## src/sv/scitp_pkg.sv

```systemverilog
package scitp_pkg;

    localparam logic [1:0] OP_PUSH      = 2'd0;
    localparam logic [1:0] OP_PUSH_LAST = 2'd1;
    localparam logic [1:0] OP_FLUSH     = 2'd2;
    localparam logic [1:0] OP_POP       = 2'd3;

    localparam logic [1:0] MODE_PASS   = 2'd0;
    localparam logic [1:0] MODE_HOLD   = 2'd1;
    localparam logic [1:0] MODE_LINEAR = 2'd2;

    localparam logic [0:0] CFG_FILL_MODE   = 1'd0;
    localparam logic [0:0] CFG_FULL_HEIGHT = 1'd1;

    localparam logic [7:0] FULL_HEIGHT_RST = 8'd48;

    // status counters are carried at the width of the largest buffer
    localparam int STAT_W = 9;

    typedef struct packed {
        logic        push;
        logic        last;
        logic        flush;
        logic        pop;
        logic [31:0] value;
    } t_cmd;

    typedef struct packed {
        logic [31:0] value;
        logic [6:0]  bin_index;
        logic        last_of_column;
        logic        empty_res;
        logic        overflowed;
    } t_res;

    typedef struct packed {
        logic [STAT_W-1:0] count;
        logic [STAT_W-1:0] released;
        logic              ovf;
    } t_stat;

endpackage

```

## src/sv/scitp_front.sv

```systemverilog
module scitp_front (
    input  logic             i_clk,
    input  logic             i_rst_n,
    input  logic             i_tvalid,
    output logic             o_tready,
    input  logic [31:0]      i_tdata,
    input  logic [1:0]       i_tuser,
    output logic             o_cmd_valid,
    input  logic             i_cmd_ready,
    output scitp_pkg::t_cmd  o_cmd
);
    import scitp_pkg::*;

    t_cmd       r_q [2];
    logic       r_wp, r_rp;
    logic [1:0] r_cnt;
    t_cmd       dec;
    logic       wr, rd;

    // classify the incoming word
    always_comb begin
        dec       = '0;
        dec.value = i_tdata;
        unique case (i_tuser)
            OP_PUSH:      dec.push = 1'b1;
            OP_PUSH_LAST: begin
                dec.push = 1'b1;
                dec.last = 1'b1;
            end
            OP_FLUSH:     dec.flush = 1'b1;
            OP_POP:       dec.pop = 1'b1;
            default:      dec.pop = 1'b1;
        endcase
    end

    assign o_tready    = (r_cnt != 2'd2);
    assign o_cmd_valid = (r_cnt != 2'd0);
    assign o_cmd       = r_q[r_rp];
    assign wr          = i_tvalid && o_tready;
    assign rd          = o_cmd_valid && i_cmd_ready;

    always_ff @(posedge i_clk) begin
        if (wr) begin
            r_q[r_wp] <= dec;
        end
    end

    always_ff @(posedge i_clk) begin
        if (!i_rst_n) begin
            r_wp  <= 1'b0;
            r_rp  <= 1'b0;
            r_cnt <= 2'd0;
        end else begin
            if (wr) begin
                r_wp <= ~r_wp;
            end
            if (rd) begin
                r_rp <= ~r_rp;
            end
            unique case ({wr, rd})
                2'b10:   r_cnt <= r_cnt + 2'd1;
                2'b01:   r_cnt <= r_cnt - 2'd1;
                default: r_cnt <= r_cnt;
            endcase
        end
    end

endmodule

```

## config.mk

```make
export PLATFORM = sky130hd
export DESIGN_NAME = scitp_front
export DESIGN_NICKNAME = d
export VERILOG_FILES = /design/src/sv/scitp_pkg.sv /design/src/sv/scitp_front.sv
export SDC_FILE = /design/constraint.sdc
export NUM_CORES = 1
export LEC_CHECK = 0
export ABC_CLOCK_PERIOD_IN_PS = 3650
export BUFFER_PORTS_ARGS = -buffer_cell sky130_fd_sc_hd__buf_2
export CORE_UTILIZATION = 45
export CTS_CLUSTER_DIAMETER = 150
export DETAILED_ROUTE_END_ITERATION = 10
export PLACE_DENSITY = 0.78
export SLEW_MARGIN = 20
export SYNTH_ARGS = -nofsm -noshare
export SYNTH_HDL_FRONTEND = slang
export SYNTH_SLANG_ARGS = --single-unit
```

## constraint.sdc

```tcl
create_clock -name i_clk -period 3.65 [get_ports i_clk]
set_clock_uncertainty 0.05 [all_clocks]
set_input_delay 0.365 -clock i_clk [delete_from_list [all_inputs] [get_ports i_clk]]
set_output_delay 0.365 -clock i_clk [all_outputs]
set_load 0.02 [all_outputs]
```

==> impl_metrics.ini, run 1 <==
[outcome]
status = finished, final reports clean

[power]
netSwitchingPower_uw = 757
pwr-share-comb_pct = 28.2
peakVddDrop_mv = 0.440
finalPower_uw = 2490
intPower_uw = 1740
seqPwrFrac_pct = 48.8
powerDensity_nw_per_um2 = 718
power_frac_clock_pct = 23.0
p_leak_uw = 0.00130
swShare_pct = 30.4

[sta]
finalSetupTns_ns = 0
max_freq_mhz = 446
maxSlewViolCount = 0
rsz0062_at_grt = false
maxSlewHeadroom_pct = 42.3
period_share_pct = 61.4
timing.final.ws_setup_ns = 1.41
worst_slew_pin_slew_ns = 0.865
fin_crit_ns = 2.24
hold_viol_final = 0
setup_viol = 0

[cts]
clock_path_buffers = 2
cts.htree.levels = 3
post_cts_resized = 0
clk_latency_ns = 0.33
cts_buffers = 9
clk_pin_slew_ns = 0.08
cts_root_buf = clkbuf_8
post_cts_buffers = 0
cts_tree = yes
cts_sinks = 77
postCtsHoldBufs = 0

[logic_synthesis]
synth-xor-area-share_pct = 0.924
synth_top_area_cell = edfxtp_1
synthCells = 140
synth-simple-area-share_pct = 2.51
synth_seq_cells = 77
synth.avg_cell_area_um2 = 20.3
synth_top_family_by_area = multiplexers
synth_compound_area_share_pct = 1.32
yosysUniqueCellTypes = 21
syn_area_um2 = 2840
synth_nets = 179
synth.top_cell.area_share_pct = 76.1
synthMuxAreaShare_pct = 14.3
synth_area_leaders = edfxtp_1 76%, mux2_2 14%, dfxtp_1 3.5%
synth_fa_ha_area_share_pct = 0.440
ys_seq_area_share_pct = 79.6
yosysWarnings = 0

[final_layout]
final_common_cell = buf_2
syn2layout_area_growth_pct = 22.1
drive_above_1_share_pct = 56.2
final_cell_mix = 75 x buf_2, 72 x edfxtp_1, 36 x mux2_2
fin_nets = 262
antennaDiodeCount = 0

[worst_setup_path]
rr_startpoint = r_cnt[0]
reg2reg_depth = 4
worst_r2r_endpoint = r_q[0][9]
cp.required_ns = 3.23
setup.worst_path.start_class = register
path_cells = mux2_2 > buf_2
cp.depth = 2
crit_family = flip-flops
critPathBufInv = 1
crit_fanout = 36
cpMaxStageDelayCell = dfxtp_2
crit_end = o_cmd[0]
reg2reg_slack_ns = 1.65
end_kind = output port
worstSetupPathType = reg2out
arrival_ns = 1.82
slowest_delay_ns = 0.90

[floorplanning]
chipHeight_um = 81.5
pin_count = 76
start_util_pct = 47.5
core_region_area_um2 = 5990
die-area_um2 = 6640
rows = 28
die_w_um = 81.5

[grt]
grt_antenna_before_repair = 0
grtUsageTotal_pct = 14.8
grt-ovfl-total = 0
grt_pass1_vias = 1445
grt_first_pass_wirelength_mm = 6.84
grt_start_max_net_pins = 37

[placement]
hpwl_mm = 3.05
gp_congestion = 0.670
port_buffers = 75
post-place-ws_ns = 1.62

[detailed_routing]
vias = 1472
detail-route-antenna-nets = 0
viasPerCell = 4.89
route.detailed.drc = 0
drtIter0Drc = 31
drt_wl_total_mm = 4.60
wl_per_cell_um = 15.3
dr.pass1.iters = 4

[run]
drv_cap = 0

[hold_path]
hold_class = in2reg
hold_path_depth = 1
-- how the worst min path moves through the flow --
stage | from | slack, ns | endpoint
after detailed placement | r_cnt[1] | 0.46 | r_cnt[1]
after global placement | r_cnt[1] | 0.45 | r_cnt[1]
after CTS | i_tdata[23] | 0.14 | r_q[0][23]
final | i_tdata[30] | 0.16 | r_q[1][30]
after global routing | i_tdata[19] | 0.14 | r_q[0][19]
after floorplan | i_tdata[0] | 0.41 | r_q[0][0]
-- logic make-up (layout without fill, tap and decap cells) --
kind of cell               count (synthesis)  in the layout
xor gates and xnor gates                   3              3
adders and majority gates                  1              1
DFF                                       77             77
buffers and inverters                      6             92
and+or+nand+nor                           12             12
AOI/OAI and AO/OA                          5              5
muxes                                     36             36
-- per-layer routing --
layer,GRT usage (%),wire (µm),vias to the layer above
li1,-,-,702
met1,17.5,1930,709
met2,23.5,2280,54
met3,4.11,314,7
met4,10.2,79,0
met5,0,0,-
-- area by class of cell --
cell class / count / area, µm²
tap: 75 / 93.8
multi-input combinational: 57 / 554
clock buffer: 11 / 131
fill: 467 / 2520
clock inverter: 3 / 38.8
timing repair buffer: 76 / 383
sequential: 77 / 2260
inverter: 2 / 7.51
-- metrics by stage --
step                instances  hold slack, ns  instance area [µm²]  utilization [%]
floorplan                 140           0.414                 2840                -
detailed placement        287           0.461                 3300             55.1
CTS                       301           0.143                 3470             58.0
finish                    301           0.160                 3470             58.0
global route              301           0.145                 3470             58.0
global placement          287           0.450                 3300             55.1
-- synthesized netlist by cell type --
master and number:
nand3b_1 1, nand2_1 1, xnor2_1 3, o21ai_0 1
nor2b_1 3, a21boi_1 1, mux2_2 36, a21bo_2 1
or3_1 1, o21a_1 1, or2_2 1, edfxtp_1 72
nor2_1 1, buf_2 4, and2_1 2, a21boi_0 1
dfxtp_1 5, nand2b_1 1, ha_1 1, inv_1 2
and3_1 1
-- power by group through the flow --
stage | sequential, µW | combinational [µW] | clock, µW
2_1_floorplan | 1170 | 555 | 0
3_3_place_gp | 1230 | 703 | 0
3_5_place_dp | 1240 | 711 | 0
4_1_cts | 1220 | 716 | 591
5_1_grt | 1240 | 758 | 623
6_report | 1220 | 704 | 574
-- registers in the layout (all words and copies together) (netlist names), named ones only --
name / flops
r_q: 72
r_cnt: 2
r_rp: 1
r_wp: 1
No activity file was read; power rests on OpenSTA's default activity.
==> run 2: changes to the inputs <==
- ABC_AREA: default -> 1
- ABC_CLOCK_PERIOD_IN_PS: 3650 -> 2300
- PLACE_DENSITY: 0.78 -> 0.77
- clock period: 3.65 -> 2.3 ns (I/O delays scaled with it)
==> impl_metrics.ini, run 2 <==
[outcome]
status = finished, violations left
violations = DRC

[floorplanning]
die-area_um2 = 7030
core_region_area_um2 = 6420
rows = 29
die_w_um = 83.8
chipHeight_um = 83.8
pin_count = 76
start_util_pct = 46.9

[logic_synthesis]
synth_seq_cells = 77
synthCells = 154
synth_fa_ha_area_share_pct = 0.415
synth.avg_cell_area_um2 = 19.6
synth_area_leaders = edfxtp_1 72%, mux2_4 15%, dfxtp_1 3.3%
synth_compound_area_share_pct = 0.581
synth-xor-area-share_pct = 0
syn_area_um2 = 3010
synth_nets = 193
synth_top_area_cell = edfxtp_1
synth_commonest_cells = 72 x edfxtp_1, 30 x mux2_4, 11 x nor2_1, 10 x nand2_1, 7 x inv_1
synth-simple-area-share_pct = 3.40
ys_async_sr_fraction_pct = 0
yosysUniqueCellTypes = 18
synth_most_common_cell = edfxtp_1
ys_seq_area_share_pct = 75.1
ys.flop_type = edfxtp_1
synthMuxAreaShare_pct = 17.2
synth_top_family_by_area = multiplexers
yosysWarnings = 0
synth.top_cell.area_share_pct = 71.7
synth_edf_count = 72

[worst_setup_path]
setup.worst_path.start_class = register
reg2reg_slack_ns = 0.55
end_kind = output port
crit_fanout = 11
reg2reg_depth = 5
cp.required_ns = 2.02
worstSetupPathType = reg2out
arrival_ns = 1.65

[placement]
port_buffers = 75
dpl_cell_area_um2 = 3490
hpwl_mm = 3.41
gp_congestion = 0.679
post-place-ws_ns = 0.538

[detailed_routing]
wl_met2_mm = 2.39
dr.pass1.iters = 8
wl_per_cell_um = 14.8
route.detailed.drc = 16
viasPerCell = 4.81
drt_wl_total_mm = 4.88
dr.max_layer_used = met4
dr_wl_met3_um = 373
detail-route-antenna-nets = 0
wl_met1_mm = 2.01
drtIter0Drc = 48
vias = 1588

[power]
netSwitchingPower_uw = 1050
pwr-share-comb_pct = 25.8
powerDensity_nw_per_um2 = 959
peakVddDrop_mv = 0.508
intPower_uw = 2510
seqPwrFrac_pct = 50.1
p_leak_uw = 0.00150
power_frac_clock_pct = 24.2
swShare_pct = 29.4

[sta]
max_freq_mhz = 517
hold_viol_final = 0
worst_slew_pin_slew_ns = 0.494
timing.final.ws_setup_ns = 0.368
finalSetupTns_ns = 0
hold_ws_ns = 0.0201
rsz0062_at_grt = false
period_share_pct = 84.0
maxSlewHeadroom_pct = 67.0
fin_crit_ns = 1.93
maxSlewViolCount = 0
setup_viol = 0

[final_layout]
largest_reg_flops = 72
regMostFlops = r_q
drive_above_1_share_pct = 53.4
post-route-util_pct = 57.8
final_cell_mix = 75 x buf_2, 72 x edfxtp_1, 30 x mux2_4
final_area_um2 = 3710
final_common_cell = buf_2
antennaDiodeCount = 0
fin_nets = 287
syn2layout_area_growth_pct = 23.1
largest_registers = r_q (72), r_cnt (2)
nFillCells = 511

[cts]
clock_path_buffers = 2
clk_latency_ns = 0.34
post_cts_resized = 0
cts_tree = yes
cts_buffers = 9
cts_sinks = 77
cts_root_buf = clkbuf_8
cts.htree.levels = 3
postCtsHoldBufs = 6
post_cts_buffers = 0
clk_pin_slew_ns = 0.08

[run]
drv_cap = 0

[grt]
grt-ovfl-total = 0
grtUsageTotal_pct = 15.2
grt_antenna_before_repair = 0
grt_pass1_vias = 1588
grt_start_max_net_pins = 20
grt_first_pass_wirelength_mm = 7.73

[hold_path]
hold_class = in2reg
hold_path_depth = 1
-- run 2: final timing paths --
path / to / from
max: o_cmd[35] / register
min: r_q[1][2] / i_tdata[2]
min reg2reg: r_rp / r_rp
max reg2reg: r_q[0][12] / r_cnt[0]
-- run 2: stage by stage --
| stage | total power [µW] | std cells |
|---|---|---|
| global placement | 2710 | 308 |
| detailed placement | 2740 | 308 |
| CTS | 3610 | 330 |
| floorplan | 2490 | 154 |
| finish | 3560 | 330 |
| global route | 3710 | 330 |
-- run 2: routing by layer --
metal | track usage, % | vias up
met5 | 0 | -
li1 | - | 763
met4 | 9.87 | 0
met1 | 17.1 | 758
met2 | 24.7 | 57
met3 | 5.14 | 10
-- run 2: layout make-up --
cell class	count	area, µm²	area share, %
clock inverters	7	41.3	1.11
repair buffers	87	493	13.3
flip-flops and latches	77	2260	61.0
well taps	77	96.3	2.60
multi-input cells	65	663	17.9
clock buffers	9	124	3.34
inverters	8	30.0	0.809
-- run 2: power by group through the flow --
stage | sequential [µW] | combinational, µW | clock, µW
final | 1780 | 917 | 861
after global placement | 1810 | 906 | 0
after global routing | 1800 | 976 | 939
after floorplan | 1790 | 708 | 0
after detailed placement | 1820 | 921 | 0
after CTS | 1790 | 931 | 891
-- run 2: critical path, cell delays in order, from the launching register on --
cell and delay, ns:
dfxtp_2 0.53, buf_4 0.26, mux2_2 0.36, buf_2 0.16
-- run 2: logic make-up after synthesis --
logic type,count (synthesis)
compound gates,3
fa+ha+maj,1
buf+inv,12
flops,77
mux,36
simple gates,25
